$ cat config.mk
export PLATFORM = sky130hd
export DESIGN_NAME = quaternion_gyro_integrator_flat
export DESIGN_NICKNAME = d
export VERILOG_FILES = /design/src/hdl/qgi_pkg.sv /design/src/hdl/qgi_rate_if.sv /design/src/hdl/qgi_quat_if.sv /design/src/hdl/quaternion_gyro_integrator.sv /design/src/hdl/qgi_ctrl.sv /design/src/hdl/qgi_dpath.sv /design/src/flat_wrapper.sv
export SDC_FILE = /design/constraint.sdc
export NUM_CORES = 2
export LEC_CHECK = 0
export ABC_AREA = 1
export BUFFER_PORTS_ARGS = -buffer_cell sky130_fd_sc_hd__buf_4
export CAP_MARGIN = 20
export CORE_MARGIN = 1
export CORE_UTILIZATION = 35
export DETAILED_ROUTE_END_ITERATION = 16
export PLACE_DENSITY = 0.49
export SLEW_MARGIN = 20
export SYNTH_ARGS = -nofsm -noshare
export SYNTH_HDL_FRONTEND = slang
export SYNTH_SLANG_ARGS = --single-unit
$ cat constraint.sdc
create_clock -name clk -period 37.4 [get_ports clk]
set_input_delay 0 -clock clk [delete_from_list [all_inputs] [get_ports clk]]
set_output_delay 0 -clock clk [all_outputs]
set_load 0.01 [all_outputs]
$ cat src/hdl/qgi_pkg.sv
// Shared constants, command/status types and mixing tables for the gyro integrator.
package qgi_pkg;

    localparam int QUAT_WIDTH_DEF = 32;
    localparam logic [31:0] HALF_DT_RESET = 32'd2147484;

    // register index, taken from paddr[2]
    localparam logic REG_HALF_DT = 1'b0;

    localparam int OP_W = 4;
    localparam logic [OP_W-1:0] OP_NONE  = 4'd0;
    localparam logic [OP_W-1:0] OP_LOAD  = 4'd1;
    localparam logic [OP_W-1:0] OP_PMUL  = 4'd2;
    localparam logic [OP_W-1:0] OP_PACC  = 4'd3;
    localparam logic [OP_W-1:0] OP_HMUL  = 4'd4;
    localparam logic [OP_W-1:0] OP_HADD  = 4'd5;
    localparam logic [OP_W-1:0] OP_SQMUL = 4'd6;
    localparam logic [OP_W-1:0] OP_SQACC = 4'd7;
    localparam logic [OP_W-1:0] OP_SQRT  = 4'd8;
    localparam logic [OP_W-1:0] OP_DIV   = 4'd9;
    localparam logic [OP_W-1:0] OP_DIVWR = 4'd10;
    localparam logic [OP_W-1:0] OP_IDENT = 4'd11;
    localparam logic [OP_W-1:0] OP_OUT   = 4'd12;

    typedef struct packed {
        logic [OP_W-1:0] op;
        logic [1:0]      row;
        logic [1:0]      col;
    } qgi_cmd_t;

    typedef struct packed {
        logic mul_done;
        logic sqrt_done;
        logic div_done;
        logic zero_norm;
        logic out_free;
    } qgi_stat_t;

    // which old component multiplies gyro axis col in row row
    function automatic logic [1:0] mix_idx(input logic [1:0] row, input logic [1:0] col);
        logic [1:0] r;
        case ({row, col})
            4'b00_00: r = 2'd1;
            4'b00_01: r = 2'd2;
            4'b00_10: r = 2'd3;
            4'b01_00: r = 2'd0;
            4'b01_01: r = 2'd3;
            4'b01_10: r = 2'd2;
            4'b10_00: r = 2'd3;
            4'b10_01: r = 2'd0;
            4'b10_10: r = 2'd1;
            4'b11_00: r = 2'd2;
            4'b11_01: r = 2'd1;
            4'b11_10: r = 2'd0;
            default:  r = 2'd0;
        endcase
        return r;
    endfunction

    // term is subtracted from the row sum
    function automatic logic mix_neg(input logic [1:0] row, input logic [1:0] col);
        logic r;
        case ({row, col})
            4'b00_00: r = 1'b1;
            4'b00_01: r = 1'b1;
            4'b00_10: r = 1'b1;
            4'b01_00: r = 1'b0;
            4'b01_01: r = 1'b1;
            4'b01_10: r = 1'b0;
            4'b10_00: r = 1'b0;
            4'b10_01: r = 1'b0;
            4'b10_10: r = 1'b1;
            4'b11_00: r = 1'b1;
            4'b11_01: r = 1'b0;
            4'b11_10: r = 1'b0;
            default:  r = 1'b0;
        endcase
        return r;
    endfunction

endpackage

$ cat src/hdl/qgi_rate_if.sv
// Gyro sample channel: valid/ready with three signed Q16.16 rates.
interface qgi_rate_if;
    logic               valid;
    logic               ready;
    logic signed [31:0] rate_x;
    logic signed [31:0] rate_y;
    logic signed [31:0] rate_z;

    modport source (output valid, output rate_x, output rate_y, output rate_z, input ready);
    modport sink   (input valid, input rate_x, input rate_y, input rate_z, output ready);
endinterface

$ cat src/hdl/qgi_quat_if.sv
// Quaternion result channel: valid/ready with four signed Q1.30 components.
interface qgi_quat_if;
    logic               valid;
    logic               ready;
    logic signed [31:0] quat_w;
    logic signed [31:0] quat_x;
    logic signed [31:0] quat_y;
    logic signed [31:0] quat_z;

    modport source (output valid, output quat_w, output quat_x, output quat_y, output quat_z,
                    input ready);
    modport sink   (input valid, input quat_w, input quat_x, input quat_y, input quat_z,
                    output ready);
endinterface

$ cat src/hdl/quaternion_gyro_integrator.sv
// Top level of the quaternion gyro integrator: channels, half_dt register, control and datapath.
//
// Use: each beat on the gyro channel carries one three-axis rate sample (signed Q16.16,
// rad/s). The block advances its stored attitude quaternion by one first-order step
// scaled by half_dt, renormalizes it and sends one beat on the quat channel with the
// four components in signed Q1.30.
// Flow: one sample at a time. The shared multiplier has D = ceil(max(32, QUAT_WIDTH) / 8)
// digits and forms 20 products, one 8-bit digit a cycle; the serial square root and four
// divides follow, and the divides are skipped when the norm is zero. gyro.ready is high
// again in the same cycle that the result appears in the output register.
// Stall: a result waits in the output register while quat.ready is low; the next sample
// is taken meanwhile and its result waits until the register is free.
// Reset (rst_n low, asynchronous): attitude returns to identity (1, 0, 0, 0), half_dt to
// 2147484 (about 0.5 ms), both channels idle.
// Config: APB write of half_dt at address 0, only while no sample is in flight.
module quaternion_gyro_integrator #(
    parameter int QUAT_WIDTH = qgi_pkg::QUAT_WIDTH_DEF
) (
    input  logic        clk,
    input  logic        rst_n,
    qgi_rate_if.sink    gyro,
    qgi_quat_if.source  quat,
    input  logic        psel,
    input  logic        penable,
    input  logic        pwrite,
    input  logic [2:0]  paddr,
    input  logic [31:0] pwdata,
    output logic [31:0] prdata,
    output logic        pready
);
    import qgi_pkg::*;

    logic [31:0] half_dt_reg;
    qgi_cmd_t    cmd;
    qgi_stat_t   stat;

    assign pready = 1'b1;

    always_ff @(posedge clk or negedge rst_n)
    begin
        if (!rst_n)
            half_dt_reg <= HALF_DT_RESET;
        else if (psel && penable && pwrite && pready && (paddr[2] == REG_HALF_DT))
            half_dt_reg <= pwdata;
    end

    assign prdata = (paddr[2] == REG_HALF_DT) ? half_dt_reg : 32'd0;

    qgi_ctrl u_ctrl (
        .clk      (clk),
        .rst_n    (rst_n),
        .in_valid (gyro.valid),
        .in_ready (gyro.ready),
        .stat     (stat),
        .cmd      (cmd)
    );

    qgi_dpath #(
        .QUAT_WIDTH (QUAT_WIDTH)
    ) u_dpath (
        .clk       (clk),
        .rst_n     (rst_n),
        .cmd       (cmd),
        .stat      (stat),
        .half_dt   (half_dt_reg),
        .rate_x    (gyro.rate_x),
        .rate_y    (gyro.rate_y),
        .rate_z    (gyro.rate_z),
        .out_valid (quat.valid),
        .out_ready (quat.ready),
        .quat_w    (quat.quat_w),
        .quat_x    (quat.quat_x),
        .quat_y    (quat.quat_y),
        .quat_z    (quat.quat_z)
    );

endmodule

$ cat src/hdl/qgi_ctrl.sv
// Sequencer for the update, square-sum, square-root and divide phases.
module qgi_ctrl (
    input  logic             clk,
    input  logic             rst_n,
    input  logic             in_valid,
    output logic             in_ready,
    input  qgi_pkg::qgi_stat_t stat,
    output qgi_pkg::qgi_cmd_t  cmd
);
    import qgi_pkg::*;

    localparam logic [3:0] S_IDLE   = 4'd0;
    localparam logic [3:0] S_PMUL   = 4'd1;
    localparam logic [3:0] S_PWAIT  = 4'd2;
    localparam logic [3:0] S_HMUL   = 4'd3;
    localparam logic [3:0] S_HWAIT  = 4'd4;
    localparam logic [3:0] S_SQMUL  = 4'd5;
    localparam logic [3:0] S_SQWAIT = 4'd6;
    localparam logic [3:0] S_SQRT   = 4'd7;
    localparam logic [3:0] S_SQRTW  = 4'd8;
    localparam logic [3:0] S_DIV    = 4'd9;
    localparam logic [3:0] S_DIVW   = 4'd10;
    localparam logic [3:0] S_OUT    = 4'd11;

    logic [3:0] state_reg, state_next;
    logic [1:0] row_reg, row_next;
    logic [1:0] col_reg, col_next;

    always_ff @(posedge clk or negedge rst_n)
    begin
        if (!rst_n)
        begin
            state_reg <= S_IDLE;
            row_reg   <= 2'd0;
            col_reg   <= 2'd0;
        end
        else
        begin
            state_reg <= state_next;
            row_reg   <= row_next;
            col_reg   <= col_next;
        end
    end

    always_comb
    begin
        state_next = state_reg;
        row_next   = row_reg;
        col_next   = col_reg;
        in_ready   = 1'b0;
        cmd.op     = OP_NONE;
        cmd.row    = row_reg;
        cmd.col    = col_reg;
        case (state_reg)
            S_IDLE:
            begin
                in_ready = 1'b1;
                if (in_valid)
                begin
                    cmd.op     = OP_LOAD;
                    row_next   = 2'd0;
                    col_next   = 2'd0;
                    state_next = S_PMUL;
                end
            end
            S_PMUL:
            begin
                cmd.op     = OP_PMUL;
                state_next = S_PWAIT;
            end
            S_PWAIT:
            begin
                if (stat.mul_done)
                begin
                    cmd.op = OP_PACC;
                    if (col_reg == 2'd2)
                    begin
                        col_next   = 2'd0;
                        state_next = S_HMUL;
                    end
                    else
                    begin
                        col_next   = col_reg + 2'd1;
                        state_next = S_PMUL;
                    end
                end
            end
            S_HMUL:
            begin
                cmd.op     = OP_HMUL;
                state_next = S_HWAIT;
            end
            S_HWAIT:
            begin
                if (stat.mul_done)
                begin
                    cmd.op   = OP_HADD;
                    row_next = row_reg + 2'd1;
                    if (row_reg == 2'd3)
                        state_next = S_SQMUL;
                    else
                        state_next = S_PMUL;
                end
            end
            S_SQMUL:
            begin
                cmd.op     = OP_SQMUL;
                state_next = S_SQWAIT;
            end
            S_SQWAIT:
            begin
                if (stat.mul_done)
                begin
                    cmd.op   = OP_SQACC;
                    row_next = row_reg + 2'd1;
                    if (row_reg == 2'd3)
                        state_next = S_SQRT;
                    else
                        state_next = S_SQMUL;
                end
            end
            S_SQRT:
            begin
                cmd.op     = OP_SQRT;
                state_next = S_SQRTW;
            end
            S_SQRTW:
            begin
                if (stat.sqrt_done)
                begin
                    if (stat.zero_norm)
                    begin
                        cmd.op     = OP_IDENT;
                        state_next = S_OUT;
                    end
                    else
                    begin
                        state_next = S_DIV;
                    end
                end
            end
            S_DIV:
            begin
                cmd.op     = OP_DIV;
                state_next = S_DIVW;
            end
            S_DIVW:
            begin
                if (stat.div_done)
                begin
                    cmd.op   = OP_DIVWR;
                    row_next = row_reg + 2'd1;
                    if (row_reg == 2'd3)
                        state_next = S_OUT;
                    else
                        state_next = S_DIV;
                end
            end
            S_OUT:
            begin
                if (stat.out_free)
                begin
                    cmd.op     = OP_OUT;
                    state_next = S_IDLE;
                end
            end
            default:
            begin
                state_next = S_IDLE;
            end
        endcase
    end

endmodule

$ cat src/hdl/qgi_dpath.sv
// Datapath: attitude registers, shared digit-serial multiplier, square root and divider.
module qgi_dpath #(
    parameter int QUAT_WIDTH = qgi_pkg::QUAT_WIDTH_DEF
) (
    input  logic               clk,
    input  logic               rst_n,
    input  qgi_pkg::qgi_cmd_t  cmd,
    output qgi_pkg::qgi_stat_t stat,
    input  logic [31:0]        half_dt,
    input  logic signed [31:0] rate_x,
    input  logic signed [31:0] rate_y,
    input  logic signed [31:0] rate_z,
    output logic               out_valid,
    input  logic               out_ready,
    output logic signed [31:0] quat_w,
    output logic signed [31:0] quat_x,
    output logic signed [31:0] quat_y,
    output logic signed [31:0] quat_z
);
    import qgi_pkg::*;

    localparam int QW     = QUAT_WIDTH;
    localparam int FRAC   = QW - 2;
    localparam int TW     = 62;                      // clamped term magnitude
    localparam int MB_RAW = (QW > 32) ? QW : 32;
    localparam int MB     = ((MB_RAW + 7) / 8) * 8;  // multiplier b operand
    localparam int NDIG   = MB / 8;
    localparam int PW     = TW + MB;
    localparam int MCW    = $clog2(NDIG + 1);
    localparam int N2W    = QW + 3;
    localparam int RTW    = QW + 2;
    localparam int RMW    = QW + 4;
    localparam int RADW   = 2 * RTW;
    localparam int SCW    = $clog2(RTW + 1);
    localparam int DCW    = $clog2(QW + 1);
    localparam int UP     = (QW < 32) ? 32 - QW : 0;
    localparam int DN     = (QW > 32) ? QW - 32 : 0;

    localparam logic [PW-1:0]     LIM_P  = {{(PW-TW){1'b0}}, 1'b1, {(TW-1){1'b0}}};
    localparam logic signed [63:0] LIM64 = 64'sd1 <<< 61;
    localparam logic signed [63:0] QMAX64 = (64'sd1 <<< (QW - 1)) - 64'sd1;
    localparam logic signed [63:0] QMIN64 = -(64'sd1 <<< (QW - 1));
    localparam logic [QW-1:0] QMAX_Q = {1'b0, {(QW-1){1'b1}}};
    localparam logic [QW-1:0] QMIN_Q = {1'b1, {(QW-1){1'b0}}};
    localparam logic [QW-1:0] ONE_Q  = {2'b01, {FRAC{1'b0}}};

    function automatic logic [31:0] to_q30(input logic [QW-1:0] v);
        logic signed [QW+31:0] wide;
        wide = $signed({{32{v[QW-1]}}, v});
        wide = wide <<< UP;
        wide = wide >>> DN;
        return wide[31:0];
    endfunction

    logic signed [31:0]   g_reg [4];
    logic [QW-1:0]        att_reg [4];
    logic [QW-1:0]        nq_reg [4];
    logic signed [63:0]   sum_reg;
    logic [N2W-1:0]       n2_reg;
    logic                 p_neg_reg;

    logic [PW-1:0]        a_sh_reg;
    logic [MB-1:0]        b_sh_reg;
    logic [PW-1:0]        prod_reg;
    logic [MCW-1:0]       mcnt_reg;
    logic                 mbusy_reg;

    logic [RADW-1:0]      rad_reg;
    logic [RMW-1:0]       rem_reg;
    logic [RTW-1:0]       root_reg;
    logic [SCW-1:0]       scnt_reg;
    logic                 sbusy_reg;

    logic [RTW-1:0]       drem_reg;
    logic [QW-1:0]        dlow_reg;
    logic [QW-1:0]        q_reg;
    logic                 ovf_reg;
    logic [DCW-1:0]       dcnt_reg;
    logic                 dbusy_reg;

    logic                 out_valid_reg;
    logic [31:0]          ow_reg, ox_reg, oy_reg, oz_reg;

    // read ports
    logic [1:0]           att_sel;
    logic [QW-1:0]        att_rd, nq_rd, att_mag, nq_mag;
    logic signed [31:0]   g_rd;
    logic [31:0]          g_mag;

    logic signed [63:0]   sum_cl, sum_abs;
    logic [TW-1:0]        sum_mag;
    logic [PW-1:0]        tsh, dsh, sqsh;
    logic [TW-1:0]        term, dval;
    logic signed [63:0]   term_s, dsig, upd64, upd_sat;

    logic [PW+7:0]        pp;
    logic [RMW-1:0]       s_rs, s_trial;
    logic                 s_ge;
    logic [RTW-1:0]       d_rs;
    logic                 d_ge;
    logic [QW-1:0]        d_hi, q_fin, q_sat;

    logic                 mul_start;
    logic [PW-1:0]        mul_a;
    logic [MB-1:0]        mul_b;
    logic                 mul_neg;

    assign att_sel = (cmd.op == OP_PMUL) ? mix_idx(cmd.row, cmd.col) : cmd.row;
    assign att_rd  = att_reg[att_sel];
    assign nq_rd   = nq_reg[cmd.row];
    assign g_rd    = g_reg[cmd.col];
    assign att_mag = att_rd[QW-1] ? (~att_rd + 1'b1) : att_rd;
    assign nq_mag  = nq_rd[QW-1] ? (~nq_rd + 1'b1) : nq_rd;
    assign g_mag   = g_rd[31] ? (~g_rd + 1'b1) : g_rd;

    always_comb
    begin
        if (sum_reg > LIM64)
            sum_cl = LIM64;
        else if (sum_reg < -LIM64)
            sum_cl = -LIM64;
        else
            sum_cl = sum_reg;
        sum_abs = sum_cl[63] ? -sum_cl : sum_cl;
        sum_mag = sum_abs[TW-1:0];
    end

    // product post-processing: truncate toward zero on magnitudes, clamp to 2^61
    assign tsh    = prod_reg >> 16;
    assign dsh    = prod_reg >> 32;
    assign sqsh   = prod_reg >> FRAC;
    assign term   = (tsh > LIM_P) ? LIM_P[TW-1:0] : tsh[TW-1:0];
    assign dval   = (dsh > LIM_P) ? LIM_P[TW-1:0] : dsh[TW-1:0];
    assign term_s = $signed({2'b00, term});
    assign dsig   = p_neg_reg ? -$signed({2'b00, dval}) : $signed({2'b00, dval});
    assign upd64  = $signed({{(64-QW){att_rd[QW-1]}}, att_rd}) + dsig;

    always_comb
    begin
        if (upd64 > QMAX64)
            upd_sat = QMAX64;
        else if (upd64 < QMIN64)
            upd_sat = QMIN64;
        else
            upd_sat = upd64;
    end

    always_comb
    begin
        mul_start = 1'b0;
        mul_a     = '0;
        mul_b     = '0;
        mul_neg   = 1'b0;
        case (cmd.op)
            OP_PMUL:
            begin
                mul_start = 1'b1;
                mul_a     = PW'(att_mag);
                mul_b     = MB'(g_mag);
                mul_neg   = mix_neg(cmd.row, cmd.col) ^ att_rd[QW-1] ^ g_rd[31];
            end
            OP_HMUL:
            begin
                mul_start = 1'b1;
                mul_a     = PW'(sum_mag);
                mul_b     = MB'(half_dt);
                mul_neg   = sum_cl[63];
            end
            OP_SQMUL:
            begin
                mul_start = 1'b1;
                mul_a     = PW'(nq_mag);
                mul_b     = MB'(nq_mag);
            end
            default:
            begin
                mul_start = 1'b0;
            end
        endcase
    end

    // one 8-bit digit of b per cycle
    assign pp = {8'd0, a_sh_reg} * {{PW{1'b0}}, b_sh_reg[7:0]};

    // square root: two radicand bits per step
    assign s_rs    = {rem_reg[RMW-3:0], rad_reg[RADW-1 -: 2]};
    assign s_trial = {root_reg, 2'b01};
    assign s_ge    = (s_rs >= s_trial);

    // restoring divide by the norm, one quotient bit per step
    assign d_rs  = {drem_reg[RTW-2:0], dlow_reg[QW-1]};
    assign d_ge  = (d_rs >= root_reg);
    assign d_hi  = nq_mag >> 2;
    assign q_fin = ovf_reg ? {QW{1'b1}} : q_reg;

    always_comb
    begin
        if (!nq_rd[QW-1])
            q_sat = q_fin[QW-1] ? QMAX_Q : q_fin;
        else
            q_sat = q_fin[QW-1] ? QMIN_Q : (~q_fin + 1'b1);
    end

    // control state and attitude
    always_ff @(posedge clk or negedge rst_n)
    begin
        if (!rst_n)
        begin
            mbusy_reg     <= 1'b0;
            mcnt_reg      <= '0;
            sbusy_reg     <= 1'b0;
            scnt_reg      <= '0;
            dbusy_reg     <= 1'b0;
            dcnt_reg      <= '0;
            out_valid_reg <= 1'b0;
            att_reg[0]    <= ONE_Q;
            att_reg[1]    <= '0;
            att_reg[2]    <= '0;
            att_reg[3]    <= '0;
        end
        else
        begin
            if (mul_start)
            begin
                mbusy_reg <= 1'b1;
                mcnt_reg  <= MCW'(NDIG);
            end
            else if (mbusy_reg)
            begin
                if (mcnt_reg == '0)
                    mbusy_reg <= 1'b0;
                else
                    mcnt_reg <= mcnt_reg - 1'b1;
            end

            if (cmd.op == OP_SQRT)
            begin
                sbusy_reg <= 1'b1;
                scnt_reg  <= SCW'(RTW);
            end
            else if (sbusy_reg)
            begin
                if (scnt_reg == '0)
                    sbusy_reg <= 1'b0;
                else
                    scnt_reg <= scnt_reg - 1'b1;
            end

            if (cmd.op == OP_DIV)
            begin
                dbusy_reg <= 1'b1;
                dcnt_reg  <= DCW'(QW);
            end
            else if (dbusy_reg)
            begin
                if (dcnt_reg == '0)
                    dbusy_reg <= 1'b0;
                else
                    dcnt_reg <= dcnt_reg - 1'b1;
            end

            if (cmd.op == OP_OUT)
                out_valid_reg <= 1'b1;
            else if (out_ready)
                out_valid_reg <= 1'b0;

            if (cmd.op == OP_IDENT)
            begin
                att_reg[0] <= ONE_Q;
                att_reg[1] <= '0;
                att_reg[2] <= '0;
                att_reg[3] <= '0;
            end
            else if (cmd.op == OP_DIVWR)
            begin
                att_reg[cmd.row] <= q_sat;
            end
        end
    end

    // payload registers
    always_ff @(posedge clk)
    begin
        if (cmd.op == OP_LOAD)
        begin
            g_reg[0] <= rate_x;
            g_reg[1] <= rate_y;
            g_reg[2] <= rate_z;
            g_reg[3] <= rate_z;
            sum_reg  <= '0;
            n2_reg   <= '0;
        end
        else if (cmd.op == OP_PACC)
        begin
            sum_reg <= p_neg_reg ? (sum_reg - term_s) : (sum_reg + term_s);
        end
        else if (cmd.op == OP_HADD)
        begin
            nq_reg[cmd.row] <= upd_sat[QW-1:0];
            sum_reg         <= '0;
        end
        else if (cmd.op == OP_SQACC)
        begin
            n2_reg <= n2_reg + sqsh[N2W-1:0];
        end

        if (mul_start)
        begin
            a_sh_reg  <= mul_a;
            b_sh_reg  <= mul_b;
            prod_reg  <= '0;
            p_neg_reg <= mul_neg;
        end
        else if (mbusy_reg && (mcnt_reg != '0))
        begin
            prod_reg <= prod_reg + pp[PW-1:0];
            a_sh_reg <= a_sh_reg << 8;
            b_sh_reg <= b_sh_reg >> 8;
        end

        if (cmd.op == OP_SQRT)
        begin
            rad_reg  <= RADW'({n2_reg, {FRAC{1'b0}}});
            rem_reg  <= '0;
            root_reg <= '0;
        end
        else if (sbusy_reg && (scnt_reg != '0))
        begin
            rem_reg  <= s_ge ? (s_rs - s_trial) : s_rs;
            root_reg <= {root_reg[RTW-2:0], s_ge};
            rad_reg  <= rad_reg << 2;
        end

        if (cmd.op == OP_DIV)
        begin
            drem_reg <= RTW'(d_hi);
            dlow_reg <= {nq_mag[1:0], {FRAC{1'b0}}};
            q_reg    <= '0;
            ovf_reg  <= (RTW'(d_hi) >= root_reg);
        end
        else if (dbusy_reg && (dcnt_reg != '0))
        begin
            drem_reg <= d_ge ? (d_rs - root_reg) : d_rs;
            q_reg    <= {q_reg[QW-2:0], d_ge};
            dlow_reg <= dlow_reg << 1;
        end

        if (cmd.op == OP_OUT)
        begin
            ow_reg <= to_q30(att_reg[0]);
            ox_reg <= to_q30(att_reg[1]);
            oy_reg <= to_q30(att_reg[2]);
            oz_reg <= to_q30(att_reg[3]);
        end
    end

    assign stat.mul_done  = mbusy_reg && (mcnt_reg == '0);
    assign stat.sqrt_done = sbusy_reg && (scnt_reg == '0);
    assign stat.div_done  = dbusy_reg && (dcnt_reg == '0);
    assign stat.zero_norm = (root_reg == '0);
    assign stat.out_free  = !out_valid_reg || out_ready;

    assign out_valid = out_valid_reg;
    assign quat_w    = ow_reg;
    assign quat_x    = ox_reg;
    assign quat_y    = oy_reg;
    assign quat_z    = oz_reg;

endmodule

$ cat src/flat_wrapper.sv
// flat-port wrapper written by rule: the top's interface ports become plain ports
module quaternion_gyro_integrator_flat import qgi_pkg::*;
#(
    parameter int QUAT_WIDTH = qgi_pkg::QUAT_WIDTH_DEF
)
  (clk, rst_n, psel, penable, pwrite, paddr, pwdata, prdata, pready, gyro_valid, gyro_rate_x, gyro_rate_y, gyro_rate_z, gyro_ready, quat_valid, quat_quat_w, quat_quat_x, quat_quat_y, quat_quat_z, quat_ready);
  qgi_rate_if gyro_i ();
  qgi_quat_if quat_i ();
  input  logic clk;
  input  logic rst_n;
  input  logic psel;
  input  logic penable;
  input  logic pwrite;
  input  logic [2:0] paddr;
  input  logic [31:0] pwdata;
  output logic [31:0] prdata;
  output logic pready;
  input wire logic [$bits(gyro_i.valid)-1:0] gyro_valid;
  input wire logic [$bits(gyro_i.rate_x)-1:0] gyro_rate_x;
  input wire logic [$bits(gyro_i.rate_y)-1:0] gyro_rate_y;
  input wire logic [$bits(gyro_i.rate_z)-1:0] gyro_rate_z;
  output wire logic [$bits(gyro_i.ready)-1:0] gyro_ready;
  output wire logic [$bits(quat_i.valid)-1:0] quat_valid;
  output wire logic [$bits(quat_i.quat_w)-1:0] quat_quat_w;
  output wire logic [$bits(quat_i.quat_x)-1:0] quat_quat_x;
  output wire logic [$bits(quat_i.quat_y)-1:0] quat_quat_y;
  output wire logic [$bits(quat_i.quat_z)-1:0] quat_quat_z;
  input wire logic [$bits(quat_i.ready)-1:0] quat_ready;
  assign gyro_i.valid = gyro_valid;
  assign gyro_i.rate_x = gyro_rate_x;
  assign gyro_i.rate_y = gyro_rate_y;
  assign gyro_i.rate_z = gyro_rate_z;
  assign gyro_ready = gyro_i.ready;
  assign quat_valid = quat_i.valid;
  assign quat_quat_w = quat_i.quat_w;
  assign quat_quat_x = quat_i.quat_x;
  assign quat_quat_y = quat_i.quat_y;
  assign quat_quat_z = quat_i.quat_z;
  assign quat_i.ready = quat_ready;
  quaternion_gyro_integrator #(.QUAT_WIDTH(QUAT_WIDTH)) u_core (.clk(clk), .rst_n(rst_n), .gyro(gyro_i), .quat(quat_i), .psel(psel), .penable(penable), .pwrite(pwrite), .paddr(paddr), .pwdata(pwdata), .prdata(prdata), .pready(pready));
endmodule
==> flow_metrics.py <==
metrics = {
    "run": {
        "maxCapViolations": 0,
    },
    "global_routing": {
        "antenna_found_initial": 18,
        "global_route_wire_length_before_repair_mm": 558,
        "largest_net_degree_at_the_start_of_global_routing": 177,
        "grt_usage_pct": 27.9,
        "grt_pass1_vias": 86185,
        "grt_overflow_total": 0,
    },
    "clock_tree": {
        "clkSlewWorstSetupHoldPaths_ns": 0.06,
        "tritoncts": "yes",
        "tritoncts_num_sinks": 1033,
        "cts_repair_resize_count": 0,
        "cts.htree.levels": 4,
        "clock_path_buffers": 4,
        "cts_inserted_buffers": 142,
        "clock_insertion_delay_worst_skew_ns": 0.85,
        "clock_tree.root_cell": "clkbuf_16",
    },
    "routing": {
        "remaining_drc_errors": 0,
        "drt_wl_total_mm": 379,
        "routed_via_count": 87431,
        "detailed_route_iter0_violations": 7055,
        "route.detailed.vias_per_inst": 5.28,
        "drt_first_pass_iters": 6,
        "routed_wire_length_per_instance_um": 22.9,
        "drtAntennaViolNets": 0,
    },
    "worst_setup_path": {
        "critical_path.cell_chain": "buf_4 > nand2_1 > o21ai_1 > nand2_2 > nand2_4 > buf_4 > nor2_1 > o21ai_2 > inv_1 > ha_1 > a21oi_1 > o21ai_0 > a21oi_1 > inv_1 > o21ai_0 > nand3_1 > a21oi_1 > xor2_1 > nand3b_1 > nand2_1 > inv_2 > nand2_2 > nand2_1 > nand2_1",
        "path_common_cell": "nand2_1",
        "crit_path_top_delay_cell": "dfrtp_2",
        "arrival_ns": 8.86,
        "cp_data_required_time_ns": 37.92,
        "worstSetupEndpointType": "flop",
        "critPathMaxStageDelay_ns": 0.79,
        "critPathLaunchType": "flop",
        "timing.critical_path.buf_inv": 5,
        "critical-path-top-delay-family": "compound AO/OA/AOI/OAI gates",
        "crit_type": "flop to flop",
        "path_max_fanout": 53,
    },
    "timing": {
        "fmax_ghz": 0.120,
        "post_route_setup_tns_ns": 0,
        "timing.final.max_slew_violations": 0,
        "rsz_0062_raised_after_global_routing": "false",
        "worst_slew_pin_slew_ns": 1.17,
        "worst_slew_margin_rel_pct": 21.9,
        "final_min_period_over_clock_period_pct": 22.3,
        "total_setup_violations_reported_at_the_end_of_the_flow": 0,
        "clock-skew-final_ns": 0.0794,
        "min_period_ns": 8.34,
        "hold_violations": 0,
    },
    "die": {
        "floorplan.die_area_mm2": 0.266,
        "ios": 301,
        "fp.coreArea_mm2": 0.263,
        "placement_rows": 188,
        "fp.dieW_um": 516,
        "start_util_pct": 35.2,
        "floorplan.die.height_um": 516,
    },
    "synthesis": {
        "yosys_cell_types": 86,
        "asyncSetResetFlopFracSynth_pct": 18.1,
        "synthesis.area_per_instance_um2": 7.38,
        "ys.warnings.count": 0,
        "synth-seq-area-share_pct": 29.3,
        "ys_seq_elements": 1033,
        "synth_edf_count": 547,
        "synth_cells": 12538,
        "synthFlopType": "edfxtp_1",
        "synth_area_mm2": 0.0925,
        "syn-num-nets": 13684,
    },
    "cells_and_area": {
        "postLayoutCellArea_mm2": 0.106,
        "nets": 14078,
        "num-fill-cells": 27324,
        "flow.area_growth_from_synthesis_pct": 14.5,
        "fraction_of_final_layout_cells_sized_beyond_drive_strength_1_pct": 6.90,
    },
    "pwr": {
        "power-per-cell-area_mw_per_mm2": 25.0,
        "ir_worst_vdd_v": 0.0000338,
        "leakagePower_nw": 49.1,
    },
    "placement": {
        "io_buffer_count": 297,
        "routabilityCongestion": 1.00,
        "dp_hpwl_mm": 300,
        "placed_cell_area_mm2": 0.0981,
    },
    "min_path": {
        "holdCritPathClass": "input port to flop",
    },
    "outcome": {
        "status": "finished, final reports clean",
    },
}
-- synth_stat cells (28+ instances only) --
| library cell | instances | area (um2) |
|---|---|---|
| nand3_1 | 451 | 2260 |
| xnor2_1 | 118 | 1030 |
| o2111ai_1 | 28 | 245 |
| a21o_1 | 42 | 315 |
| clkbuf_1 | 324 | 1220 |
| nor3_1 | 113 | 566 |
| nand2_2 | 32 | 200 |
| or2_2 | 57 | 357 |
| o21ai_0 | 786 | 3930 |
| o211ai_2 | 29 | 363 |
| ha_1 | 384 | 4800 |
| dfxtp_1 | 299 | 5990 |
| xor2_1 | 233 | 2040 |
| inv_2 | 35 | 131 |
| nand4_1 | 139 | 870 |
| o21ai_1 | 66 | 330 |
| o211ai_1 | 95 | 713 |
| buf_2 | 66 | 330 |
| inv_1 | 2116 | 7940 |
| nor2_1 | 1207 | 4530 |
| buf_1 | 60 | 225 |
| a21oi_1 | 858 | 4290 |
| nor2_2 | 28 | 175 |
| o21a_1 | 38 | 285 |
| nand2_1 | 2937 | 11000 |
| dfrtp_1 | 178 | 4450 |
| nor4_1 | 47 | 294 |
| o22ai_1 | 204 | 1280 |
| edfxtp_1 | 547 | 16400 |
| a31oi_1 | 60 | 375 |
| fa_1 | 624 | 12500 |
| nand3b_1 | 30 | 225 |
-- path summary, 6_finish.rpt --
path | from | end | slack (ns) | cells after the start
max | u_core.u_ctrl.row_reg[0]$_DFFE_PN0P_ | u_core.u_dpath.nq_reg[2][9]$_DFFE_PP_ | 29.06 | 24
min | penable | u_core.half_dt_reg[7]$_DFFE_PN1P_ | 0.08 | 4
max reg2reg | u_core.u_ctrl.row_reg[0]$_DFFE_PN0P_ | u_core.u_dpath.nq_reg[2][9]$_DFFE_PP_ | 29.06 | 24
min reg2reg | u_core.u_dpath.att_reg[109]$_DFFE_PN0P_ | u_core.u_dpath.quat_w[13]$_DFFE_PP_ | 0.45 | 0
max in group asynchronous | rst_n | u_core.u_dpath.att_reg[21]$_DFFE_PN0P_ | 36.11 | 4
min in group asynchronous | rst_n | u_core.u_dpath.att_reg[126]$_DFFE_PN1P_ | 0.28 | 3
-- routing by layer --
metal | up-vias | wire length, um | global-route usage, %
met2 | 3040 | 170000 | 44.7
met4 | 10 | 13900 | 9.61
met1 | 42592 | 168000 | 38.1
li1 | 41220 | - | -
met3 | 569 | 26600 | 4.43
met5 | - | 64 | 0
-- cell families after synthesis --
| family | count (synthesis) | share of synthesized area (%) |
|---|---|---|
| AND/OR/NAND/NOR | 5102 | 22.7 |
| buffers and inverters | 2639 | 11.0 |
| AO/OA/AOI/OAI | 2401 | 14.9 |
| flip-flops | 1033 | 29.3 |
| adder cells (fa/ha/maj) | 1008 | 18.7 |
| XOR/XNOR | 351 | 3.32 |
| multiplexers | 3 | 0.0324 |
| other | 1 | 0.00405 |
-- worst reg2reg max path, cell delays in order, from the launching register on --
cell,delay [ns]
dfrtp_2,0.79
buf_4,0.55
nand2_1,0.12
o21ai_1,0.36
nand2_2,0.15
nand2_4,0.26
buf_4,0.61
nor2_1,0.20
o21ai_2,0.66
inv_1,0.32
ha_1,0.47
a21oi_1,0.32
o21ai_0,0.22
a21oi_1,0.35
inv_1,0.11
o21ai_0,0.32
nand3_1,0.18
a21oi_1,0.20
xor2_1,0.41
nand3b_1,0.17
nand2_1,0.15
inv_2,0.18
nand2_2,0.43
nand2_1,0.32
nand2_1,0.17
-- through the flow --
step | utilization, % | std cells | setup WS, ns | total power, mW | hold WS, ns
2_1_floorplan | - | 12538 | 25.46 | 1.23 | -0.296
3_3_place_gp | 37.3 | 15978 | 29.21 | 1.26 | 0.0615
3_5_place_dp | 37.3 | 15978 | 29.15 | 1.26 | 0.0728
4_1_cts | 40.3 | 16550 | 29.10 | 2.67 | 0.00684
5_1_grt | 40.3 | 16556 | 28.63 | 2.72 | 0.108
6_report | 40.3 | 16560 | 29.06 | 2.65 | 0.0751
-- area by class of cell --
cell class                      instances  area, um2  share of cell area (%)
Multi-Input combinational cell       8866      55400                    52.3
Sequential cell                      1033      27100                    25.6
Inverter                             2158       8100                    7.65
Timing Repair Buffer                  731       6350                    6.00
Tap cell                             3515       4400                    4.15
Clock buffer                          183       3810                    3.60
Clock inverter                         65        728                   0.687
Antenna cell                            9       22.5                  0.0213
-- placed cells by master, fill, tap and decap left out, types with 139 or more instances in the layout --
master / n
nand4_1: 139
xor2_1: 233
o21ai_0: 781
buf_4: 404
dfrtp_1: 176
o22ai_1: 204
dfxtp_1: 299
inv_1: 2111
nor2_1: 1195
edfxtp_1: 547
fa_1: 624
dlygate4sd3_1: 323
nand2_1: 2929
ha_1: 383
a21oi_1: 858
clkbuf_16: 143
nand3_1: 449
-- timing repair --
| item | 4_1_cts | 5_1_grt |
|---|---|---|
| hold endpoints to repair | 259 | 0 |
| hold buffers | 324 | 0 |
| buffers inserted | 0 | 0 |
-- power breakdown --
group          internal [mW]  switching [mW]  total [mW]
clock                  0.811           0.563        1.37
combinational         0.0443          0.0298      0.0742
sequential              1.19         0.00262        1.20
total                   2.05           0.596        2.65
Power figures use the tool's default switching activity.
